**config.mk**
```make
export PLATFORM = sky130hd
export DESIGN_NAME = pwm_duty_cycle_decoder_core_flat
export DESIGN_NICKNAME = d
export VERILOG_FILES = /design/src/design/pdcd_pkg.sv /design/src/design/pdcd_if.sv /design/src/design/pwm_duty_cycle_decoder_core.sv /design/src/flat_wrapper.sv
export SDC_FILE = /design/constraint.sdc
export NUM_CORES = 2
export LEC_CHECK = 0
export BUFFER_PORTS_ARGS = -buffer_cell sky130_fd_sc_hd__buf_4
export CORE_ASPECT_RATIO = 0.75
export CORE_UTILIZATION = 45
export CTS_BUF_LIST = sky130_fd_sc_hd__clkbuf_16
export DETAILED_ROUTE_END_ITERATION = 8
export GPL_TIMING_DRIVEN = 0
export HOLD_SLACK_MARGIN = 0.06
export PLACE_DENSITY_LB_ADDON = 0.2
export REMOVE_ABC_BUFFERS = 1
export SLEW_MARGIN = 20
export SYNTH_ARGS = -nofsm -noshare
export SYNTH_HDL_FRONTEND = slang
export SYNTH_SLANG_ARGS = --single-unit
```
**constraint.sdc**
```tcl
create_clock -name clk -period 16.99 [get_ports clk]
set_input_delay 3.398 -clock clk [delete_from_list [all_inputs] [get_ports clk]]
set_output_delay 3.398 -clock clk [all_outputs]
set_load 0.02 [all_outputs]
```
**src/design/pdcd_pkg.sv**
```systemverilog
// ============================================================================
// pdcd_pkg: shared types and constants for the PWM duty-cycle decoder
// Field widths, command codes, reset values and parameter defaults.
// ============================================================================
package pdcd_pkg;

    // Fixed field widths of the channel payloads
    localparam int TIME_FIELD_W = 48;
    localparam int CHAN_W       = 2;
    localparam int DUTY_W       = 8;

    // Number of duty fields carried by one result beat
    localparam int OUT_CH = 3;

    // Parameter defaults
    localparam int NUM_CHANNELS_DEF = 3;
    localparam int TIME_WIDTH_DEF   = 48;

    // Command codes
    localparam logic CMD_EDGE    = 1'b0;
    localparam logic CMD_REFRESH = 1'b1;

    // Duty values forced by a refresh
    localparam logic [DUTY_W-1:0] DUTY_FULL  = 8'hFF;
    localparam logic [DUTY_W-1:0] DUTY_EMPTY = 8'h00;

    // Idle timeout after reset
    localparam logic [TIME_FIELD_W-1:0] TIMEOUT_RESET = 48'd5000000;

    typedef logic [TIME_FIELD_W-1:0] time_field_t;
    typedef logic [DUTY_W-1:0]       duty_t;

endpackage

```
**src/design/pdcd_if.sv**
```systemverilog
// ============================================================================
// pdcd_if: valid/ready channels of the PWM duty-cycle decoder
// pdcd_in_if carries edge and refresh items; pdcd_out_if the duty beats.
// ============================================================================
interface pdcd_in_if;
    import pdcd_pkg::*;

    logic              valid;
    logic              ready;
    logic              cmd;
    logic [CHAN_W-1:0] channel;
    logic              level;
    time_field_t       time_ns;
    logic              red_pin;
    logic              green_pin;
    logic              blue_pin;

    modport source (
        output valid, cmd, channel, level, time_ns, red_pin, green_pin, blue_pin,
        input  ready
    );
    modport sink (
        input  valid, cmd, channel, level, time_ns, red_pin, green_pin, blue_pin,
        output ready
    );
endinterface

interface pdcd_out_if;
    import pdcd_pkg::*;

    logic  valid;
    logic  ready;
    duty_t red_duty;
    duty_t green_duty;
    duty_t blue_duty;

    modport source (
        output valid, red_duty, green_duty, blue_duty,
        input  ready
    );
    modport sink (
        input  valid, red_duty, green_duty, blue_duty,
        output ready
    );
endinterface

```
**src/design/pwm_duty_cycle_decoder_core.sv**
```systemverilog
// ============================================================================
// pwm_duty_cycle_decoder_core: PWM duty measurement on timestamped edges
// Tracks period and high time per channel and scales the duty to 0..255
// with a bit-serial restoring divider; refresh beats apply idle fallback.
// ============================================================================
//
//   port     dir   beat contents
//   -------  ----  ---------------------------------------------------------
//   item     in    cmd, channel, level, time_ns, red/green/blue pin levels
//   result   out   red_duty, green_duty, blue_duty (one beat per item)
//   cfg_*    in    timeout_ns write, taken on a rising clk edge with cfg_we high
//
// Edge item: an update runs S_EDGE, S_CHECK, then eight S_DIV steps (one
// quotient bit per cycle) before S_DONE; a skipped update leaves after
// S_CHECK, no rise seen after S_EDGE, a channel out of range goes straight
// to S_DONE. Refresh: one channel per cycle through the timeout compare.
// One item in flight; the next is taken while the result beat still waits.
// rst_n clears all channel state to zero and timeout_ns to 5,000,000.
//
module pwm_duty_cycle_decoder_core
#(
    parameter int NUM_CHANNELS = pdcd_pkg::NUM_CHANNELS_DEF,
    parameter int TIME_WIDTH   = pdcd_pkg::TIME_WIDTH_DEF
)
(
    input  logic                                  clk,
    input  logic                                  rst_n,
    input  logic                                  cfg_we,
    input  logic [pdcd_pkg::TIME_FIELD_W-1:0]     cfg_wdata,
    pdcd_in_if.sink                               item,
    pdcd_out_if.source                            result
);
    import pdcd_pkg::*;

    localparam int CIW   = (NUM_CHANNELS > 1) ? $clog2(NUM_CHANNELS) : 1;
    localparam int CMP_W = (TIME_WIDTH > TIME_FIELD_W) ? TIME_WIDTH : TIME_FIELD_W;
    localparam int QCW   = $clog2(DUTY_W);

    localparam logic [2:0] S_IDLE    = 3'd0;
    localparam logic [2:0] S_EDGE    = 3'd1;
    localparam logic [2:0] S_CHECK   = 3'd2;
    localparam logic [2:0] S_DIV     = 3'd3;
    localparam logic [2:0] S_REFRESH = 3'd4;
    localparam logic [2:0] S_DONE    = 3'd5;

    typedef logic [TIME_WIDTH-1:0] tval_t;

    // Control
    logic [2:0]       state_reg, state_next;
    logic [CIW-1:0]   idx_reg;
    logic [QCW-1:0]   bit_cnt_reg;
    logic             out_valid_reg;

    // Latched item
    logic             level_reg;
    tval_t            now_reg;
    logic [OUT_CH-1:0] pins_reg;

    // Configuration
    time_field_t      timeout_reg;

    // Channel state
    tval_t            rise_reg   [NUM_CHANNELS];
    tval_t            period_reg [NUM_CHANNELS];
    tval_t            high_reg   [NUM_CHANNELS];
    tval_t            last_reg   [NUM_CHANNELS];
    duty_t            duty_reg   [NUM_CHANNELS];

    // Divider
    tval_t            rem_reg;
    tval_t            dvs_reg;
    logic [DUTY_W-1:0] lo_reg;
    logic [DUTY_W-1:0] quo_reg;

    // Output beat
    duty_t            out_duty_reg [OUT_CH];

    // ------------------------------------------------------------------
    // Datapath terms
    // ------------------------------------------------------------------
    logic             item_acc;
    logic             chan_ok;
    tval_t            cur_rise, cur_last, cur_period, cur_high;
    tval_t            rise_diff, last_diff;
    logic             timed_out;
    logic             pin_sel;
    logic [TIME_WIDTH+DUTY_W-1:0] num_full;
    logic             upd_ok;
    logic [TIME_WIDTH:0] rem_sh, rem_sub;
    logic             quo_bit;
    logic [DUTY_W-1:0] quo_next;
    logic             out_free;

    assign item_acc   = item.valid && item.ready;
    assign item.ready = (state_reg == S_IDLE);
    assign chan_ok    = (5'(item.channel) < 5'(NUM_CHANNELS));

    assign cur_rise   = rise_reg[idx_reg];
    assign cur_last   = last_reg[idx_reg];
    assign cur_period = period_reg[idx_reg];
    assign cur_high   = high_reg[idx_reg];

    assign rise_diff  = now_reg - cur_rise;
    assign last_diff  = now_reg - cur_last;
    assign timed_out  = (cur_last == '0) || (CMP_W'(last_diff) > CMP_W'(timeout_reg));

    // Pin of the channel under refresh; channels without a pin read low
    always_comb
    begin
        pin_sel = 1'b0;
        for (int i = 0; i < OUT_CH; i++)
        begin
            if (32'(idx_reg) == i)
            begin
                pin_sel = pins_reg[i];
            end
        end
    end

    // high * 255 and the duty update condition
    assign num_full = {cur_high, {DUTY_W{1'b0}}} - {{DUTY_W{1'b0}}, cur_high};
    assign upd_ok   = (cur_period != '0) && (cur_high <= cur_period);

    // One restoring division step
    assign rem_sh   = {rem_reg, lo_reg[DUTY_W-1]};
    assign rem_sub  = rem_sh - {1'b0, dvs_reg};
    assign quo_bit  = (rem_sh >= {1'b0, dvs_reg});
    assign quo_next = {quo_reg[DUTY_W-2:0], quo_bit};

    assign out_free = !out_valid_reg || result.ready;

    // ------------------------------------------------------------------
    // Sequencer
    // ------------------------------------------------------------------
    always_comb
    begin
        state_next = state_reg;
        unique case (state_reg)
            S_IDLE:
            begin
                if (item_acc)
                begin
                    if (item.cmd == CMD_REFRESH)
                    begin
                        state_next = S_REFRESH;
                    end
                    else if (chan_ok)
                    begin
                        state_next = S_EDGE;
                    end
                    else
                    begin
                        state_next = S_DONE;
                    end
                end
            end
            S_EDGE:
            begin
                state_next = (cur_rise != '0) ? S_CHECK : S_DONE;
            end
            S_CHECK:
            begin
                state_next = upd_ok ? S_DIV : S_DONE;
            end
            S_DIV:
            begin
                if (bit_cnt_reg == QCW'(DUTY_W - 1))
                begin
                    state_next = S_DONE;
                end
            end
            S_REFRESH:
            begin
                if (idx_reg == CIW'(NUM_CHANNELS - 1))
                begin
                    state_next = S_DONE;
                end
            end
            S_DONE:
            begin
                if (out_free)
                begin
                    state_next = S_IDLE;
                end
            end
            default:
            begin
                state_next = S_IDLE;
            end
        endcase
    end

    // Control registers
    always_ff @(posedge clk or negedge rst_n)
    begin
        if (!rst_n)
        begin
            state_reg     <= S_IDLE;
            idx_reg       <= '0;
            bit_cnt_reg   <= '0;
            out_valid_reg <= 1'b0;
            timeout_reg   <= TIMEOUT_RESET;
        end
        else
        begin
            state_reg <= state_next;

            if (cfg_we)
            begin
                timeout_reg <= cfg_wdata;
            end

            // Channel index: edge channel, or refresh sweep
            if (item_acc)
            begin
                idx_reg <= (item.cmd == CMD_REFRESH) ? '0 : CIW'(item.channel);
            end
            else if (state_reg == S_REFRESH && idx_reg != CIW'(NUM_CHANNELS - 1))
            begin
                idx_reg <= idx_reg + 1'b1;
            end

            // Quotient bit counter
            if (state_reg == S_DIV)
            begin
                bit_cnt_reg <= bit_cnt_reg + 1'b1;
            end
            else
            begin
                bit_cnt_reg <= '0;
            end

            // Result beat handshake
            if (state_reg == S_DONE && out_free)
            begin
                out_valid_reg <= 1'b1;
            end
            else if (result.ready)
            begin
                out_valid_reg <= 1'b0;
            end
        end
    end

    // Latched item fields
    always_ff @(posedge clk)
    begin
        if (item_acc)
        begin
            level_reg <= item.level;
            now_reg   <= TIME_WIDTH'(item.time_ns);
            pins_reg  <= {item.blue_pin, item.green_pin, item.red_pin};
        end
    end

    // ------------------------------------------------------------------
    // Channel state
    // ------------------------------------------------------------------
    always_ff @(posedge clk or negedge rst_n)
    begin
        if (!rst_n)
        begin
            for (int i = 0; i < NUM_CHANNELS; i++)
            begin
                rise_reg[i]   <= '0;
                period_reg[i] <= '0;
                high_reg[i]   <= '0;
                last_reg[i]   <= '0;
                duty_reg[i]   <= '0;
            end
        end
        else
        begin
            unique case (state_reg)
                S_EDGE:
                begin
                    last_reg[idx_reg] <= now_reg;
                    if (level_reg)
                    begin
                        rise_reg[idx_reg] <= now_reg;
                        if (cur_rise != '0)
                        begin
                            period_reg[idx_reg] <= rise_diff;
                        end
                    end
                    else if (cur_rise != '0)
                    begin
                        high_reg[idx_reg] <= rise_diff;
                    end
                end
                S_DIV:
                begin
                    if (bit_cnt_reg == QCW'(DUTY_W - 1))
                    begin
                        duty_reg[idx_reg] <= quo_next;
                    end
                end
                S_REFRESH:
                begin
                    if (timed_out)
                    begin
                        duty_reg[idx_reg] <= pin_sel ? DUTY_FULL : DUTY_EMPTY;
                    end
                end
                default:
                begin
                end
            endcase
        end
    end

    // ------------------------------------------------------------------
    // Bit-serial divider: floor(high * 255 / period), one bit per cycle
    // ------------------------------------------------------------------
    always_ff @(posedge clk)
    begin
        if (state_reg == S_CHECK)
        begin
            rem_reg <= num_full[TIME_WIDTH+DUTY_W-1:DUTY_W];
            lo_reg  <= num_full[DUTY_W-1:0];
            dvs_reg <= cur_period;
            quo_reg <= '0;
        end
        else if (state_reg == S_DIV)
        begin
            rem_reg <= quo_bit ? rem_sub[TIME_WIDTH-1:0] : rem_sh[TIME_WIDTH-1:0];
            lo_reg  <= {lo_reg[DUTY_W-2:0], 1'b0};
            quo_reg <= quo_next;
        end
    end

    // ------------------------------------------------------------------
    // Result beat
    // ------------------------------------------------------------------
    always_ff @(posedge clk)
    begin
        if (state_reg == S_DONE && out_free)
        begin
            for (int i = 0; i < OUT_CH; i++)
            begin
                out_duty_reg[i] <= (i < NUM_CHANNELS) ? duty_reg[i] : DUTY_EMPTY;
            end
        end
    end

    assign result.valid      = out_valid_reg;
    assign result.red_duty   = out_duty_reg[0];
    assign result.green_duty = out_duty_reg[1];
    assign result.blue_duty  = out_duty_reg[2];

endmodule

```
**src/flat_wrapper.sv**
```systemverilog
// flat-port wrapper written by rule: the top's interface ports become plain ports
module pwm_duty_cycle_decoder_core_flat import pdcd_pkg::*;
#(
    parameter int NUM_CHANNELS = pdcd_pkg::NUM_CHANNELS_DEF,
    parameter int TIME_WIDTH   = pdcd_pkg::TIME_WIDTH_DEF
)
  (clk, rst_n, cfg_we, cfg_wdata, item_valid, item_cmd, item_channel, item_level, item_time_ns, item_red_pin, item_green_pin, item_blue_pin, item_ready, result_valid, result_red_duty, result_green_duty, result_blue_duty, result_ready);
  pdcd_in_if item_i ();
  pdcd_out_if result_i ();
  input  logic clk;
  input  logic rst_n;
  input  logic cfg_we;
  input  logic [pdcd_pkg::TIME_FIELD_W-1:0] cfg_wdata;
  input wire logic [$bits(item_i.valid)-1:0] item_valid;
  input wire logic [$bits(item_i.cmd)-1:0] item_cmd;
  input wire logic [$bits(item_i.channel)-1:0] item_channel;
  input wire logic [$bits(item_i.level)-1:0] item_level;
  input wire logic [$bits(item_i.time_ns)-1:0] item_time_ns;
  input wire logic [$bits(item_i.red_pin)-1:0] item_red_pin;
  input wire logic [$bits(item_i.green_pin)-1:0] item_green_pin;
  input wire logic [$bits(item_i.blue_pin)-1:0] item_blue_pin;
  output wire logic [$bits(item_i.ready)-1:0] item_ready;
  output wire logic [$bits(result_i.valid)-1:0] result_valid;
  output wire logic [$bits(result_i.red_duty)-1:0] result_red_duty;
  output wire logic [$bits(result_i.green_duty)-1:0] result_green_duty;
  output wire logic [$bits(result_i.blue_duty)-1:0] result_blue_duty;
  input wire logic [$bits(result_i.ready)-1:0] result_ready;
  assign item_i.valid = item_valid;
  assign item_i.cmd = item_cmd;
  assign item_i.channel = item_channel;
  assign item_i.level = item_level;
  assign item_i.time_ns = item_time_ns;
  assign item_i.red_pin = item_red_pin;
  assign item_i.green_pin = item_green_pin;
  assign item_i.blue_pin = item_blue_pin;
  assign item_ready = item_i.ready;
  assign result_valid = result_i.valid;
  assign result_red_duty = result_i.red_duty;
  assign result_green_duty = result_i.green_duty;
  assign result_blue_duty = result_i.blue_duty;
  assign result_i.ready = result_ready;
  pwm_duty_cycle_decoder_core #(.NUM_CHANNELS(NUM_CHANNELS), .TIME_WIDTH(TIME_WIDTH)) u_core (.clk(clk), .rst_n(rst_n), .cfg_we(cfg_we), .cfg_wdata(cfg_wdata), .item(item_i), .result(result_i));
endmodule
```
* After elaboration in Yosys (flattened, before gate mapping)
Memories as Yosys holds them, arrays and structs flattened. Index checks and enable logic that the tools add are counted. Widths: inputs -> output; s select.
Storage, ports and cells: register bits 820, RAM bits 24, memories kept 1
Cells by class: $add $sub $neg 6, $lt $le $gt $ge 6, equality and inequality tests 14, multiplexer cells 51, bitwise gates (word level) 2, reduce and logical (&&, ||, !) cells 22
Memory list:
- u_core.out_duty_reg | depth 3, width 8, rd ports 3, clocked after memory_dff 0, write ports 3, line pwm_duty_cycle_decoder_core.sv:76 | duty_t out_duty_reg [OUT_CH];
Operator list (number):
- $bwmux 144 | 4
- $mux 48 | 12
- $bmux 48 s2 | 4
- $sub 48x48->48 | 3
- $demux 48 s2 | 1
- $reduce_bool 48->1 | 2
- $sub 56x48->56 | 1
- $ge 49x48->1 | 1
- $bwmux 24 | 2
- $gt 48x48->1 | 1
- $le 48x48->1 | 1
- $logic_not 48->1 | 1
- $mux 24 | 2
- $pmux 24 s2 | 1
- $mux 8 | 4
- $mux 3 | 9
- $pmux 3 s6 | 1
- $demux 8 s2 | 1
- $eq 3x3->1 const B | 3
- $reduce_and 3->1 | 3
- $ne 2x1->1 const B | 4
- $reduce_bool 2->1 | 4
- $mux 1 | 7
- $eq 3x2->1 const B | 2
- other kinds (19) | 27

* Logic depth before layout (Yosys ltp)
depth after elaboration 9, mapped depth 34

* Worst setup path before layout
OpenSTA, ideal clock, no wires.
kind reg-to-reg, start reg u_core.idx_reg[1], end reg u_core.duty_reg[0] (netlist name), library setup time 0.125 ns, arrival 5.770 ns, path slack 11.094 ns, cell stages (with the launch flop) 34, clock period less this slack 5.896 ns, cells stage by stage dfrtp_1 buf_6 nor2b_4 buf_6 buf_6 buf_6 buf_6 buf_2 buf_1 buf_1 a21oi_1 ha_1 nor2b_1 o21ai_0 nand2_1 a2111o_1 a21oi_1 o21ai_0 nand3_1 nand3b_1 a21oi_1 xnor2_1 ha_1 a21o_1 a21o_1 a21oi_1 o21ai_0 nand2_1 o211ai_1 a211oi_1 o211ai_2 and2_1 buf_6 mux2i_1
Between the ends: longest elaborated chain between the ends 9
Ends and longest elaborated chain:
- start, declared | line pwm_duty_cycle_decoder_core.sv:50 | logic [CIW-1:0] idx_reg;
- start signal, assigned | line pwm_duty_cycle_decoder_core.sv:216 | idx_reg <= (item.cmd == CMD_REFRESH) ? '0 : CIW'(item.channel);
- start signal, assigned | line pwm_duty_cycle_decoder_core.sv:220 | idx_reg <= idx_reg + 1'b1;
- $not 2->3 | line pwm_duty_cycle_decoder_core.sv:99, pwm_duty_cycle_decoder_core.sv:295, pwm_duty_cycle_decoder_core.sv:302
- $bmux 48 s2 | line pwm_duty_cycle_decoder_core.sv:99 | assign cur_last = last_reg[idx_reg];
- $mux 48 (implied by the code) (2 in a row) | line pwm_duty_cycle_decoder_core.sv:99
- $sub 48x48->48 | line pwm_duty_cycle_decoder_core.sv:104 | assign last_diff = now_reg - cur_last;
- $gt 48x48->1 | line pwm_duty_cycle_decoder_core.sv:105 | assign timed_out = (cur_last == '0) || (CMP_W'(last_diff) > CMP_W'(timeout_reg));
- $logic_or 1x1->1 | line pwm_duty_cycle_decoder_core.sv:105
- $ne 2x1->1 (no source line)
- $reduce_and 3->1 (no source line)
- end signal, assigned by index | line pwm_duty_cycle_decoder_core.sv:295 | duty_reg[idx_reg] <= quo_next;
- end signal, assigned by index | line pwm_duty_cycle_decoder_core.sv:302 | duty_reg[idx_reg] <= pin_sel ? DUTY_FULL : DUTY_EMPTY;
- end, declared | line pwm_duty_cycle_decoder_core.sv:67 | duty_t duty_reg [NUM_CHANNELS];
Several ways; a longest one is shown, not always the timed one. The select of a mux whose other input is x is not followed. A chain may end at the register's enable or synchronous reset.

* Worst setup path after layout
start reg u_core.idx_reg[0], end reg u_core.duty_reg[6] (netlist name)
Same word-level chain as after synthesis.

==> run_results.csv <==
group,metric,value,unit
run_status,status,"finished, final reports clean",
worst_hold_path,min-delay-start,"u_core.duty_reg[11]",
clocking,cts_resized,0,
drt,first_pass_iters,5,
floorplanning,die_width,382,um
synthesis,ys_seq_elements,844,
layout,final_common_cell,"dfrtp_1",
synthesis,yosysSeqAreaShare,45.1,%
timing,max_freq,118,MHz
drt,drc_errors,0,
place,dp_hpwl,91.6,mm
timing,max_slew_margin,17.8,%
layout,mostFrequentLayoutCells,"dfrtp_1, mux2_2, nand2_1, a21oi_1, o21ai_0",
critical_path,worstSetupStartpoint,"u_core.idx_reg[0]",
synthesis,synth-main-ff-cell,"dfrtp_1",
timing,finalSetupViolations,0,
floorplanning,row_count,104,
synthesis,syn_inst,4723,
grt,grt_overflow,0,
clocking,clockBufferDepth,3,
critical_path,crit_arrival,9.06,ns
drt,dr.first_iter.drc_count,2275,
grt,grt.total_usage,22.9,%
critical_path,crit_path_top_delay_cell,"dfrtp_4",
synthesis,avgSynthCellArea,10.3,sq um
job,maxCapViolations,0,
synthesis,ys.warnings.count,0,
layout,fin_util,50.8,%
clocking,cts_buffers,89,
synthesis,yosys.area.top_type_share,33.3,%
clocking,clock-root-buffer,"clkbuf_16",
floorplanning,dieArea,110000,sq um
layout,nets,5154,
power,powerDensity,231,nW/um^2
grt,grt_pass1_vias,34400,
critical_path,r2r_start,"u_core.idx_reg[0]",
drt,drt-total-wl,126,mm
synthesis,synth_enable_flop_cells,180,
clocking,cts_hold_buf,0,
grt,antenna_found_initial,2,
timing,worst_pin_slew,1.22,ns
grt,grt_pass1_wl,199,mm
critical_path,end_kind,"flop",
floorplanning,fp.dieH,287,um
critical_path,path_class,"flop to flop",
clocking,cts_num_sinks,844,
power,peakVddDrop,0.000127,V
drt,ant_nets,0,
drt,vias,34900,
clocking,clock_latency,0.68,ns
clocking,cts_tree,"built",
timing,rsz0062_at_grt,"no",
synthesis,synthTopCellsByArea,"dfrtp_1, edfxtp_1, mux2_2, ha_1, mux2i_1",
critical_path,ff2ff_setup_slack,8.52,ns
floorplanning,initial_core_util,45.4,%
grt,grt_max_degree,100,
place,gp_congestion,0.914,
drt,wl_per_cell,20.1,um
clocking,h-tree-depth,3,
power,p_leak,25.2,nW
critical_path,crit_top_cell,"nor3_1",
synthesis,synth.distinct_cells,96,
worst_hold_path,hp-class,"flop to flop",
synthesis,netlist_area,48700,sq um
timing,period_minus_slack,8.47,ns
place,io_buffers,133,
timing,hold_viol_final,0,
critical_path,required,17.58,ns
critical_path,worst-path-max-fanout,38,
clocking,clkTransAtPathRegs,0.06,ns
layout,drive_above_1_share,16.5,%
clocking,post-cts-setup-buffers,0,
layout,area_growth_syn_to_layout,11.9,%
critical_path,critPathLaunchType,"flop",
synthesis,synth_area_leader_cell,"dfrtp_1",
timing,finalCritPeriodShare,49.9,%
timing,setup-tns-final,0,ns
worst_hold_path,hold_depth,0,
worst_hold_path,hold-path-endpoint,"u_core.out_duty_reg[0][11]",
critical_path,reg2regPathDepth,25,
drt,viasPerCell,5.57,
timing,clock_skew,0.0346,ns
critical_path,cpPeakStageDelay,0.80,ns
synthesis,async_flop_share,77.8,%
critical_path,r2r-end,"u_core.duty_reg[6]",
timing,slew_viol_final,0,
timing,whs,0.442,ns
floorplanning,design.core.area,107000,sq um
floorplanning,io_pins,134,
-- routing by layer --
metal / part of all wire [%] / track usage [%]
met5: 0 / 0
met1: 50 / 34.5
met3: 4.2 / 3.24
met4: 2.7 / 6.21
met2: 43 / 34.0
-- power breakdown --
group          leakage [nW]  total, mW  internal [mW]  switching, mW
Sequential             10.3       3.26           2.84          0.420
Combinational          13.5       7.42           2.99           4.42
Clock                  1.48       1.93           1.10          0.834
-- layout make-up --
cell class	instances	area (sq um)
inverter	263	995
clock inverter	69	543
clock buffer	93	2330
multi-input combinational	3384	24800
tap	1431	1790
sequential	844	22000
fill	9771	52800
antenna	1	2.50
timing repair buffer	177	2080
-- synthesized netlist by cell type (41+ instances only) --
| master | n |
|---|---|
| dfrtp_1 | 649 |
| mux2_2 | 433 |
| nand2_1 | 426 |
| a21oi_1 | 404 |
| o21ai_0 | 324 |
| nor2_1 | 294 |
| ha_1 | 284 |
| inv_1 | 262 |
| mux2i_1 | 222 |
| edfxtp_1 | 180 |
| a21o_1 | 136 |
| clkbuf_1 | 129 |
| xnor2_1 | 126 |
| nand4_1 | 85 |
| nand3_1 | 62 |
| mux2_1 | 60 |
| xor2_1 | 56 |
| a31oi_1 | 46 |
| buf_1 | 43 |
| nand2b_1 | 41 |
-- critical path, delay by kind of cell, from the launching register on --
kind                     cells  cell delay, ns
AO/OA/AOI/OAI               10            3.79
adder cells (fa/ha/maj)      2            0.65
AND/OR/NAND/NOR              8            1.72
XOR/XNOR                     1            0.18
flip-flops                   1            0.80
buffers and inverters        3            0.92
multiplexers                 1            0.24
-- worst max path at each step --
stage / end / slack [ns]
after detailed placement: u_core.duty_reg[5] / 8.52
final: u_core.duty_reg[6] / 8.52
after CTS: u_core.duty_reg[3] / 8.43
after floorplan: u_core.duty_reg[0] / 2.31
after global placement: u_core.duty_reg[0] / -10.71
after global routing: u_core.duty_reg[7] / 7.85
-- per-stage QoR --
stage | std cells | area [sq um] | worst slack, ns | power (mW)
final | 6262 | 54500 | 8.52 | 12.6
after global routing | 6261 | 54500 | 7.85 | 13.6
after CTS | 6261 | 54500 | 8.43 | 12.6
after detailed placement | 6099 | 51700 | 8.52 | 10.6
after global placement | 6055 | 50400 | -10.71 | 10.7
after floorplan | 4491 | 47700 | 2.31 | 8.61
-- logic make-up (layout without fill, tap and decap cells) --
group           Yosys count  count (layout)  synth area share (%)
compound gates         1126            1126                  13.9
other cells               0               1                     0
buf+inv                 495             602                  4.27
xor+xnor                182             182                  3.27
simple gates           1074            1074                  10.1
flops                   844             844                  45.1
mux                     715             715                  15.9
fa+ha+maj               287             287                  7.41
Power figures use the tool's default switching activity.
